**config.mk**
```make
export PLATFORM = sky130hd
export DESIGN_NAME = ftht_ram
export DESIGN_NICKNAME = d
export VERILOG_FILES = /design/src/rtl/core/ftht_ram.sv
export SDC_FILE = /design/constraint.sdc
export NUM_CORES = 1
export LEC_CHECK = 0
export BUFFER_PORTS_ARGS = -buffer_cell sky130_fd_sc_hd__buf_2
export CAP_MARGIN = 20
export CORE_MARGIN = 3
export CORE_UTILIZATION = 55
export CTS_CLUSTER_DIAMETER = 120
export DETAILED_ROUTE_END_ITERATION = 12
export PLACE_DENSITY = 0.73
export RECOVER_POWER = 25
export SYNTH_ARGS = -nofsm -noshare
export SYNTH_HDL_FRONTEND = slang
export SYNTH_SLANG_ARGS = --single-unit
export TNS_END_PERCENT = 10
```
**constraint.sdc**
```tcl
create_clock -name clock -period 4.7 [get_ports clock]
set_clock_uncertainty 0.15 [all_clocks]
set_input_delay 0.94 -clock clock [delete_from_list [all_inputs] [get_ports clock]]
set_output_delay 0.94 -clock clock [all_outputs]
set_load 0.05 [all_outputs]
```
**src/rtl/core/ftht_ram.sv**
```systemverilog
`timescale 1ns / 1ps
// ----------------------------------------------------------------------------
// Flow table generic RAM
// Simple dual-port memory with one write port and one registered read port.
// ----------------------------------------------------------------------------
module ftht_ram #(
   parameter int WIDTH = 8,
   parameter int DEPTH = 16
) (
   input  logic                     clock,
   input  logic                     wr_en,
   input  logic [$clog2(DEPTH)-1:0] wr_addr,
   input  logic [WIDTH-1:0]         wr_data,
   input  logic                     rd_en,
   input  logic [$clog2(DEPTH)-1:0] rd_addr,
   output logic [WIDTH-1:0]         rd_data
);

   logic [WIDTH-1:0] mem_ff [DEPTH];
   logic [WIDTH-1:0] rd_data_ff;

   // Write port and registered read port.
   always_ff @(posedge clock) begin
      if (wr_en) begin
         mem_ff[wr_addr] <= wr_data;
      end
      if (rd_en) begin
         rd_data_ff <= mem_ff[rd_addr];
      end
   end

   assign rd_data = rd_data_ff;

endmodule

```
==> results by group <==
Timing
  • Setup total negative slack: 0 ns
  • Fmax: ~380 MHz
  • Number of setup violations in the final report: 0
  • Slew at the pin closest to its max-slew limit: roughly 1.0 ns
  • Hold Vio Cnt, Final: 0
  • Unrepaired setup endpoints after global routing: false
  • Slew HR: 0.306
  • Fraction of the cycle the final worst path needs: 0.566
  • Final critical-path required period: 2.66 ns
  • Fin. max-slew vios: 0

Drt
  • Final routed wirelength across all metal layers: around 10000 um
  • Vias per Instance: a little under 6
  • First drt pass iteration count: 5
  • Routed Antenna Nets: 0
  • Wire per inst: ~25 um
  • Starting DRT DRC Count: about 220
  • Total number of vias: between 2,000 and 2,500
  • Total DRC errors in the routed layout: 0

Finish
  • Area used by sequential logic in the layout: 4080 um^2
  • Combined area of the multi-input logic cells: around 1100 um^2
  • Most frequent cells in the layout: sky130_fd_sc_hd__edfxtp_1, sky130_fd_sc_hd__buf_2, sky130_fd_sc_hd__mux4_2
  • Final nets: around 290
  • Antenna diodes: 0
  • Fin area: approximately 6100 um^2
  • Post-Route Utilization: 0.680
  • Share of post-route cells with drive strength above 1: 0.266
  • Fill count: around 550
  • Most common cell after layout, fill and taps aside: sky130_fd_sc_hd__edfxtp_1
  • Area growth from synthesis to layout: 16.8%

Floorplan
  • Horiz. Die Dim: about 100 um
  • I/O pin count: 27
  • Core area: roughly 9000 um^2
  • Number of standard-cell rows in the floorplan: 34
  • Vertical extent of the die: 103 um
  • Die area: ~11,000 um^2
  • Initial Util: 0.582

Global route
  • Antenna violations before repair: 0
  • Pin count of the biggest net entering global routing: 33
  • Via count of the first global-routing pass: between 2,000 and 3,000
  • First-pass GRT wire length: ~16,000 um
  • Global-route total usage across every layer: 0.214
  • Grt ovf: 0

Place
  • DP HPWL: roughly 5900 um
  • Final RePlAce weighted congestion: about 0.77
  • Port-buffer cells: 26
  • Cell area after placement: approximately 5500 um^2

Critical path
  • Startpoint class of the critical path: input port
  • Data arrival time of the worst path: 2.76 ns
  • Worst R2R Start: mem_ff[3][4]$_DFFE_PP_
  • Worst Setup Path Type: input port to flip-flop
  • Critical Path End Type: flip-flop
  • CP Data Required Time: about 4.8 ns
  • Worst reg-to-reg path cell count: 3
  • Worst reg-to-reg setup slack: approximately 3 ns
  • Worst r2r dst: rd_data[4]$_DFFE_PP_
  • Largest fanout on the critical path: 28

Clock network
  • Number of buffers inserted during clock tree synthesis: 17
  • Clock tree from TritonCTS: done
  • PostCTS Resize Cnt: 0
  • Clock insertion delay at the later pin of the skew report: roughly 0.5 ns
  • Clock Tree Buf Depth: 2
  • Root cell of the clock tree: sky130_fd_sc_hd__clkbuf_8
  • CTS Hold Buffers Added: 0
  • Number of sinks handled by clock tree synthesis: ~140
  • Post-CTS repair timing setup buffer count: 0
  • Count of H-tree levels built during CTS: 4
  • Clock transition at path regs: ~0.060 ns

Power and ir drop
  • Max rail drop VDD: roughly 260 uV
  • Pleak: between 2 and 2.5 nW
  • Cell area power density: roughly 480 nW/um^2
  • Comb power frac: 0.047
  • Pwr Total: approximately 2.9 mW
  • Internal portion of total power: between 2 and 2.5 mW
  • Switching Power: around 0.59 mW
  • Power share of the clock group: 0.484
  • Net switching fraction of the power: 0.202
  • Sequential group share of total power: 0.469

Hold path
  • Hold crit path type: flip-flop to flip-flop
  • Destination of the worst hold path: rd_data[0]$_DFFE_PP_
  • Cells on Worst Hold Path: 3
  • Min-Delay Startpoint: mem_ff[14][0]$_DFFE_PP_

Logic synthesis
  • Post-Syn Instances: about 230
  • Net Count, Synth: 248
  • Area of the mapped netlist: around 5200 um^2
  • Flops & latches, synth: 136
  • Post-synthesis sequential area ratio: 0.781
  • Library cells used by synthesis: 18
  • Syn avg cell area: ~23 um^2
  • Synth Warn #: 0

Flow run
  • Max Cap Violations: 0

Outcome
  • Outcome: finished clean
## logic make-up after synthesis
logic type | after synthesis | share of synthesized area
buf+inv | 10 | 0.0165
flops | 136 | 0.781
compound gates | 16 | 0.0230
mux | 32 | 0.148
simple gates | 35 | 0.0314
## sequential cells by signal (all words and copies together), names as in the netlist
name     count
mem_ff     128
rd_data      8
## per-layer routing
metal  track usage  vias up  routed length [um]
li1              -     1062                   -
met1         0.297     1233                4150
met2         0.319      121                4980
met3        0.0597        6                 801
met4         0.101        0                  70
met5             0        -                   0
## cell type report
type                    instances  area share
clock buffers                  18      0.0685
clock inverters                14      0.0363
multi-input cells              83       0.174
flip-flops and latches        136       0.669
well taps                     126      0.0258
repair buffers                 31      0.0262
## critical path, stage by stage
cell and delay, ns:
sky130_fd_sc_hd__buf_2 0.68, sky130_fd_sc_hd__buf_4 0.27, sky130_fd_sc_hd__mux4_1 0.58, sky130_fd_sc_hd__a22oi_1 0.20
sky130_fd_sc_hd__nand2_1 0.08
## synth_stat cells (all sizes together)
cell type	number	share of area
edfxtp	136	0.78
nand2	9	0.0065
and2	1	0.0012
buf	7	0.011
mux4	32	0.15
and2b	1	0.0014
nor2b	1	0.0012
nand3b	2	0.0029
nor3	4	0.0038
nor2	13	0.0093
nand3	1	0.00096
a22oi	16	0.023
clkdlybuf4s25	3	0.0057
nand2b	2	0.0024
or3b	1	0.0017
## per-stage QoR
step                worst slack, ns  hold WS (ns)  instances
CTS                            2.02         0.603        408
global placement               1.54         0.582        376
floorplan                      2.12         0.555        229
detailed placement             1.53         0.589        376
global route                   1.92         0.619        408
finish                         2.04         0.597        408
## worst max-delay path by stage
stage	startpoint	to	slack, ns	cells past startpoint
floorplan	wr_addr[2]	mem_ff[0][0]$_DFFE_PP_	2.12	2
global placement	rd_addr[0]	rd_data[5]$_DFFE_PP_	1.54	5
detailed placement	rd_addr[0]	rd_data[0]$_DFFE_PP_	1.53	5
CTS	rd_addr[0]	rd_data[3]$_DFFE_PP_	2.02	5
global route	rd_addr[0]	rd_data[0]$_DFFE_PP_	1.92	5
finish	rd_addr[0]	rd_data[3]$_DFFE_PP_	2.04	5
## power groups by stage
stage / clock [mW] / sequential (mW) / combinational, mW
2_1_floorplan: 0 / 1.42 / 0.0690
3_3_place_gp: 0 / 1.40 / 0.135
3_5_place_dp: 0 / 1.40 / 0.138
4_1_cts: 1.43 / 1.37 / 0.139
5_1_grt: 1.48 / 1.38 / 0.149
6_report: 1.42 / 1.37 / 0.137
Note: power is estimated with default switching activity, not from simulation.
