[src/rtl/core/ftht_pkg.sv]
`timescale 1ns / 1ps
// ----------------------------------------------------------------------------
// Flow tuple hash table package
// Shared sizes, field widths, operation and status codes, and the types that
// pass between the modules of the flow table.
// ----------------------------------------------------------------------------
package ftht_pkg;

   // Table geometry. BUCKETS is a power of two, so the bucket index is the
   // low bits of the hash.
   localparam int BUCKETS    = 1024;
   localparam int SLOTS      = 8;
   localparam int BUCKET_W   = $clog2(BUCKETS);
   localparam int SLOT_IDX_W = (SLOTS > 1) ? $clog2(SLOTS) : 1;
   localparam int FILL_W     = $clog2(SLOTS + 1);
   localparam int KEY_DEPTH  = BUCKETS * (1 << SLOT_IDX_W);

   // Divisor that takes the top byte of an address.
   localparam int unsigned TOP_BYTE_DIV = 256 * 256 * 256;

   // Field widths of the item and result ports.
   localparam int ADDR_W   = 32;
   localparam int PORT_W   = 16;
   localparam int STATUS_W = 3;
   localparam int FLOW_W   = 14;

   // Operation codes.
   localparam logic FUNC_INSERT = 1'b0;
   localparam logic FUNC_LOOKUP = 1'b1;

   // Result status codes.
   localparam logic [STATUS_W-1:0] STATUS_INSERTED  = 3'd0;
   localparam logic [STATUS_W-1:0] STATUS_DUPLICATE = 3'd1;
   localparam logic [STATUS_W-1:0] STATUS_FULL      = 3'd2;
   localparam logic [STATUS_W-1:0] STATUS_FOUND     = 3'd3;
   localparam logic [STATUS_W-1:0] STATUS_NOT_FOUND = 3'd4;

   // One flow key as it is stored in the key memory.
   typedef struct packed {
      logic [ADDR_W-1:0] local_address;
      logic [ADDR_W-1:0] remote_address;
      logic [PORT_W-1:0] lcl_port;
      logic [PORT_W-1:0] rmt_port;
   } flow_key_type;

   localparam int KEY_W = $bits(flow_key_type);

   // Status from the hash unit to the sequencer.
   typedef struct packed {
      logic                done;
      logic [BUCKET_W-1:0] bucket;
   } hash_status_type;

endpackage

[src/rtl/core/ftht_hash.sv]
`timescale 1ns / 1ps
// ----------------------------------------------------------------------------
// Flow table hash unit
// Forms the bucket index as the wrapped 32-bit product of the incremented
// address top bytes and ports, one multiply per cycle on a shared multiplier.
// ----------------------------------------------------------------------------
module ftht_hash (
   input  logic                      clock,
   input  logic                      reset,
   input  logic                      start,
   input  ftht_pkg::flow_key_type    key,
   output ftht_pkg::hash_status_type status
);

   localparam int BUCKET_W = ftht_pkg::BUCKET_W;
   localparam logic [1:0] STEP_LAST = 2'd2;

   logic        busy_ff, busy_in;
   logic        done_ff, done_in;
   logic [1:0]  step_ff, step_in;
   logic [31:0] acc_ff, acc_in;

   logic [7:0]  la_top;
   logic [7:0]  ra_top;
   logic [16:0] factor;
   logic [48:0] product;

   // Top bytes of the two addresses.
   assign la_top = 8'(key.local_address / ftht_pkg::TOP_BYTE_DIV);
   assign ra_top = 8'(key.remote_address / ftht_pkg::TOP_BYTE_DIV);

   // Factor for the current multiply step.
   always_comb begin
      case (step_ff)
         2'd0:    factor = 17'(ra_top) + 17'd1;
         2'd1:    factor = 17'(key.lcl_port) + 17'd1;
         default: factor = 17'(key.rmt_port) + 17'd1;
      endcase
   end

   assign product = 49'(acc_ff) * 49'(factor);

   // Step control: load the first factor, then three multiplies.
   always_comb begin
      busy_in = busy_ff;
      done_in = 1'b0;
      step_in = step_ff;
      acc_in  = acc_ff;
      if (start) begin
         busy_in = 1'b1;
         step_in = 2'd0;
         acc_in  = 32'(la_top) + 32'd1;
      end else if (busy_ff) begin
         acc_in  = product[31:0];
         step_in = step_ff + 2'd1;
         if (step_ff == STEP_LAST) begin
            busy_in = 1'b0;
            done_in = 1'b1;
         end
      end
   end

   always_ff @(posedge clock) begin
      if (reset) begin
         busy_ff <= 1'b0;
         done_ff <= 1'b0;
         step_ff <= 2'd0;
      end else begin
         busy_ff <= busy_in;
         done_ff <= done_in;
         step_ff <= step_in;
      end
   end

   // The product register needs no reset.
   always_ff @(posedge clock) begin
      acc_ff <= acc_in;
   end

   assign status.done   = done_ff;
   assign status.bucket = acc_ff[BUCKET_W-1:0];

endmodule

[config.mk]
export PLATFORM = sky130hd
export DESIGN_NAME = ftht_hash
export DESIGN_NICKNAME = d
export VERILOG_FILES = /design/src/rtl/core/ftht_pkg.sv /design/src/rtl/core/ftht_hash.sv
export SDC_FILE = /design/constraint.sdc
export NUM_CORES = 1
export LEC_CHECK = 0
export BUFFER_PORTS_ARGS = -buffer_cell sky130_fd_sc_hd__buf_4
export CAP_MARGIN = 20
export CORE_UTILIZATION = 40
export CTS_BUF_LIST = sky130_fd_sc_hd__clkbuf_16
export CTS_CLUSTER_DIAMETER = 120
export CTS_CLUSTER_SIZE = 20
export DETAILED_ROUTE_END_ITERATION = 8
export PLACE_DENSITY = 0.65
export SLEW_MARGIN = 20
export SYNTH_ARGS = -nofsm -noshare
export SYNTH_HDL_FRONTEND = slang
export SYNTH_SLANG_ARGS = --single-unit
[constraint.sdc]
create_clock -name clock -period 19 [get_ports clock]
set_input_delay 3.8 -clock clock [delete_from_list [all_inputs] [get_ports clock]]
set_output_delay 3.8 -clock clock [all_outputs]
set_load 0.005 [all_outputs]
==> results.yml <==
run_status:
  status: "finished clean"
die:
  die_h_um: 85.4
  fp-row-count: 30
  initial_core_util_pct: 41.2
  core_region_area_um2: 6760
  die_w_um: 85.4
  die_area_um2: 7300
  io_pins: 110
global_route:
  grt_usage_pct: 18.1
  grt_first_pass_wirelength_mm: 10.6
  grt_overflow: 0
  antenna_found_initial: 0
  grt_max_degree: 28
  grt_pass1_vias: 2304
place:
  dp_hpwl_mm: 4.92
  port_buffers: 49
  pre_cts_ws_ns: 9.15
  gp_congestion: 0.810
  dpl_cell_area_um2: 3200
yosys:
  ys_seq_area_share_pct: 13.7
  ys_async_sr_fraction_pct: 0
  syn_area_um2: 2780
  synthFlopType: "edfxtp_1"
  yosysWarnings: 0
  syn-num-nets: 471
  ys_ff_latch: 14
  synth_edf_count: 10
  synth.distinct_cells: 48
  syn_inst: 315
  syn_area_per_cell_um2: 8.84
clock_tree:
  path_clk_slew_ns: 0.04
  clk_latency_ns: 0.25
  clockRootBuffer: "clkbuf_16"
  cts_inserted_buffers: 3
  cts_resized: 0
  post_cts.repair.setup_buffers: 0
  clkSinkCount: 14
  cts.htree.levels: 1
  cts_buffer_depth: 2
  cts-hold-fix-buffers: 0
  cts_tree: "done"
critical_path:
  r2r_end: "acc_ff[9]$_SDFFCE_PP0P_"
  rrSetupSlack_ns: 11.77
  critPathLaunchType: "primary input"
  worstSetupPathType: "in -> reg"
  endpoint_kind: "flop"
  crit_required_ns: 18.99
  crit_arrival_ns: 9.56
  cp_max_fo: 5
  rr_startpoint: "step_ff[1]$_SDFFE_PP0P_"
  reg2regPathDepth: 26
job:
  cap_violations: 0
pwr:
  irDropWorstVdd_v: 0.0000987
  power.leakage_nw: 1.56
  power_density_nw_per_um2: 186
sta:
  setup_ws_ns: 9.43
  final.period_utilization_pct: 50.4
  final_max_slew_viol_count: 0
  fin_setup_tns_ns: 0
  setup_violations: 0
  fin_worst_skew_ns: 0.00756
  timing.fmax_mhz: 104
  rsz0062_at_grt: "false"
  slew_headroom_pct: 36.8
  finalHoldViolations: 0
  worst_pin_slew_ns: 0.948
  min_period_ns: 9.57
detailed_routing:
  drtIter0Drc: 127
  wl_mm: 5.99
  ant_nets: 0
  wl_per_cell_um: 13.6
  first_pass_iters: 4
  vias: 2233
  via_per_inst: 5.09
  drc_errors: 0
finish:
  fin_area_um2: 3280
  fillers: 652
  syn_to_final_growth_pct: 17.8
  drive_above_1_share_pct: 17.5
  num_antenna_cells: 0
  layout.nets: 516
min_path:
  min-delay-start: "busy_ff$_SDFF_PP0_"
  min_to: "done_ff$_SDFF_PP0_"
  holdCritPathClass: "reg -> reg"
  worstHoldPathCells: 2
==> worst max-delay path, stage by stage <==
cell and delay [ns]:
buf_4 0.12, mux2_4 0.29, ha_1 0.24, nand4b_1 0.16, a22oi_1 0.14, or2_0 0.22
o22ai_1 0.33, nand2_1 0.13, fa_1 0.51, fa_1 0.49, inv_1 0.07, ha_1 0.14
inv_1 0.05, fa_1 0.53, inv_1 0.05, ha_1 0.30, fa_1 0.44, xor2_1 0.20
xnor2_1 0.15, xnor2_1 0.15, xnor3_2 0.28, xnor3_1 0.37, xnor2_1 0.14, xnor3_1 0.20
nor2_1 0.05
==> layer usage <==
metal | vias up | global-route usage, % | share of wire, %
li1 | 1135 | - | -
met1 | 1050 | 24.9 | 48
met2 | 44 | 30.4 | 48
met3 | 4 | 1.65 | 3.2
met4 | 0 | 4.85 | 0.95
met5 | - | 0 | 0
==> layout make-up <==
type / count / area [um^2] / area share [%]
multi-input combinational: 250 / 2190 / 66.9
timing repair buffer: 49 / 368 / 11.2
clock buffer: 3 / 75.1 / 2.29
sequential: 14 / 380 / 11.6
tap: 80 / 100 / 3.05
inverter: 42 / 158 / 4.81
clock inverter: 1 / 3.75 / 0.114
==> how the worst max path moves through the flow <==
stage | depth (start not counted) | slack, ns | startpoint | to
4_1_cts | 25 | 9.39 | key[0] | acc_ff[9]$_SDFFCE_PP0P_
3_5_place_dp | 25 | 9.15 | key[0] | acc_ff[9]$_SDFFCE_PP0P_
6_report | 25 | 9.43 | key[0] | acc_ff[9]$_SDFFCE_PP0P_
2_1_floorplan | 24 | 9.78 | key[0] | acc_ff[9]$_SDFFCE_PP0P_
3_3_place_gp | 25 | 9.20 | key[0] | acc_ff[9]$_SDFFCE_PP0P_
5_1_grt | 25 | 9.07 | key[0] | acc_ff[9]$_SDFFCE_PP0P_
==> synth_stat cells, types with 5 or more instances <==
cell type / instances / area, um^2
nand2_1: 46 / 173
inv_1: 42 / 158
ha_1: 34 / 425
fa_1: 23 / 460
and2_1: 18 / 113
xnor2_1: 18 / 158
nor2_1: 15 / 56.3
xor2_1: 13 / 114
a21oi_1: 12 / 60.1
edfxtp_1: 10 / 300
nand3_1: 10 / 50.1
mux2i_1: 9 / 90.1
nand4_1: 5 / 31.3
==> flip-flops by register name, indices dropped and copies added, names as in the netlist <==
| signal | count |
|---|---|
| acc_ff | 10 |
| step_ff | 2 |
| done_ff | 1 |
| busy_ff | 1 |
==> power by group <==
part / switching [mW] / leakage, nW / internal, mW / total [mW]
Combinational: 0.244 / 1.38 / 0.256 / 0.499
Clock: 0.0124 / 0.0423 / 0.0278 / 0.0403
Sequential: 0.0163 / 0.134 / 0.0533 / 0.0696
Total: 0.272 / 1.56 / 0.337 / 0.609
==> per-stage QoR <==
| stage | power (mW) | utilization, % | std cells | hold WS, ns |
|---|---|---|---|---|
| after global placement | 0.565 | 47.4 | 435 | 0.496 |
| after floorplan | 0.460 | - | 315 | 0.473 |
| after global routing | 0.697 | 48.5 | 439 | 0.545 |
| after detailed placement | 0.576 | 47.4 | 435 | 0.502 |
| after CTS | 0.624 | 48.5 | 439 | 0.508 |
| final | 0.609 | 48.5 | 439 | 0.503 |
==> kinds of logic (layout without fill, tap and decap cells) <==
family,Yosys count,in the layout,share of synthesized area (%)
AND/OR/NAND/NOR,113,113,20.8
adder cells (fa/ha/maj),57,57,31.8
buffers and inverters,51,95,7.51
XOR/XNOR,35,35,13.0
AO/OA/AOI/OAI,31,31,7.42
multiplexers,14,14,5.80
flip-flops,14,14,13.7
==> layout by cell type (no fill, tap or decap), types with 2 or more instances in the layout <==
cell and instances:
ha_1 34, edfxtp_1 10, xnor3_1 3, o22ai_1 3, dfxtp_1 4, clkbuf_16 3
xnor2_1 18, nor2_1 15, buf_4 49, nor2b_1 3, a21oi_1 12, o21ai_0 2
a32o_1 2, nand4_1 5, a22oi_1 2, fa_1 23, mux2i_1 9, nand4b_1 2
nor3_1 4, nand2_1 46, xor2_1 13, and3_1 2, mux2_2 3, a21o_1 2
nand3_1 10, and2_1 18, inv_1 43
No activity file was read; power rests on OpenSTA's default activity.
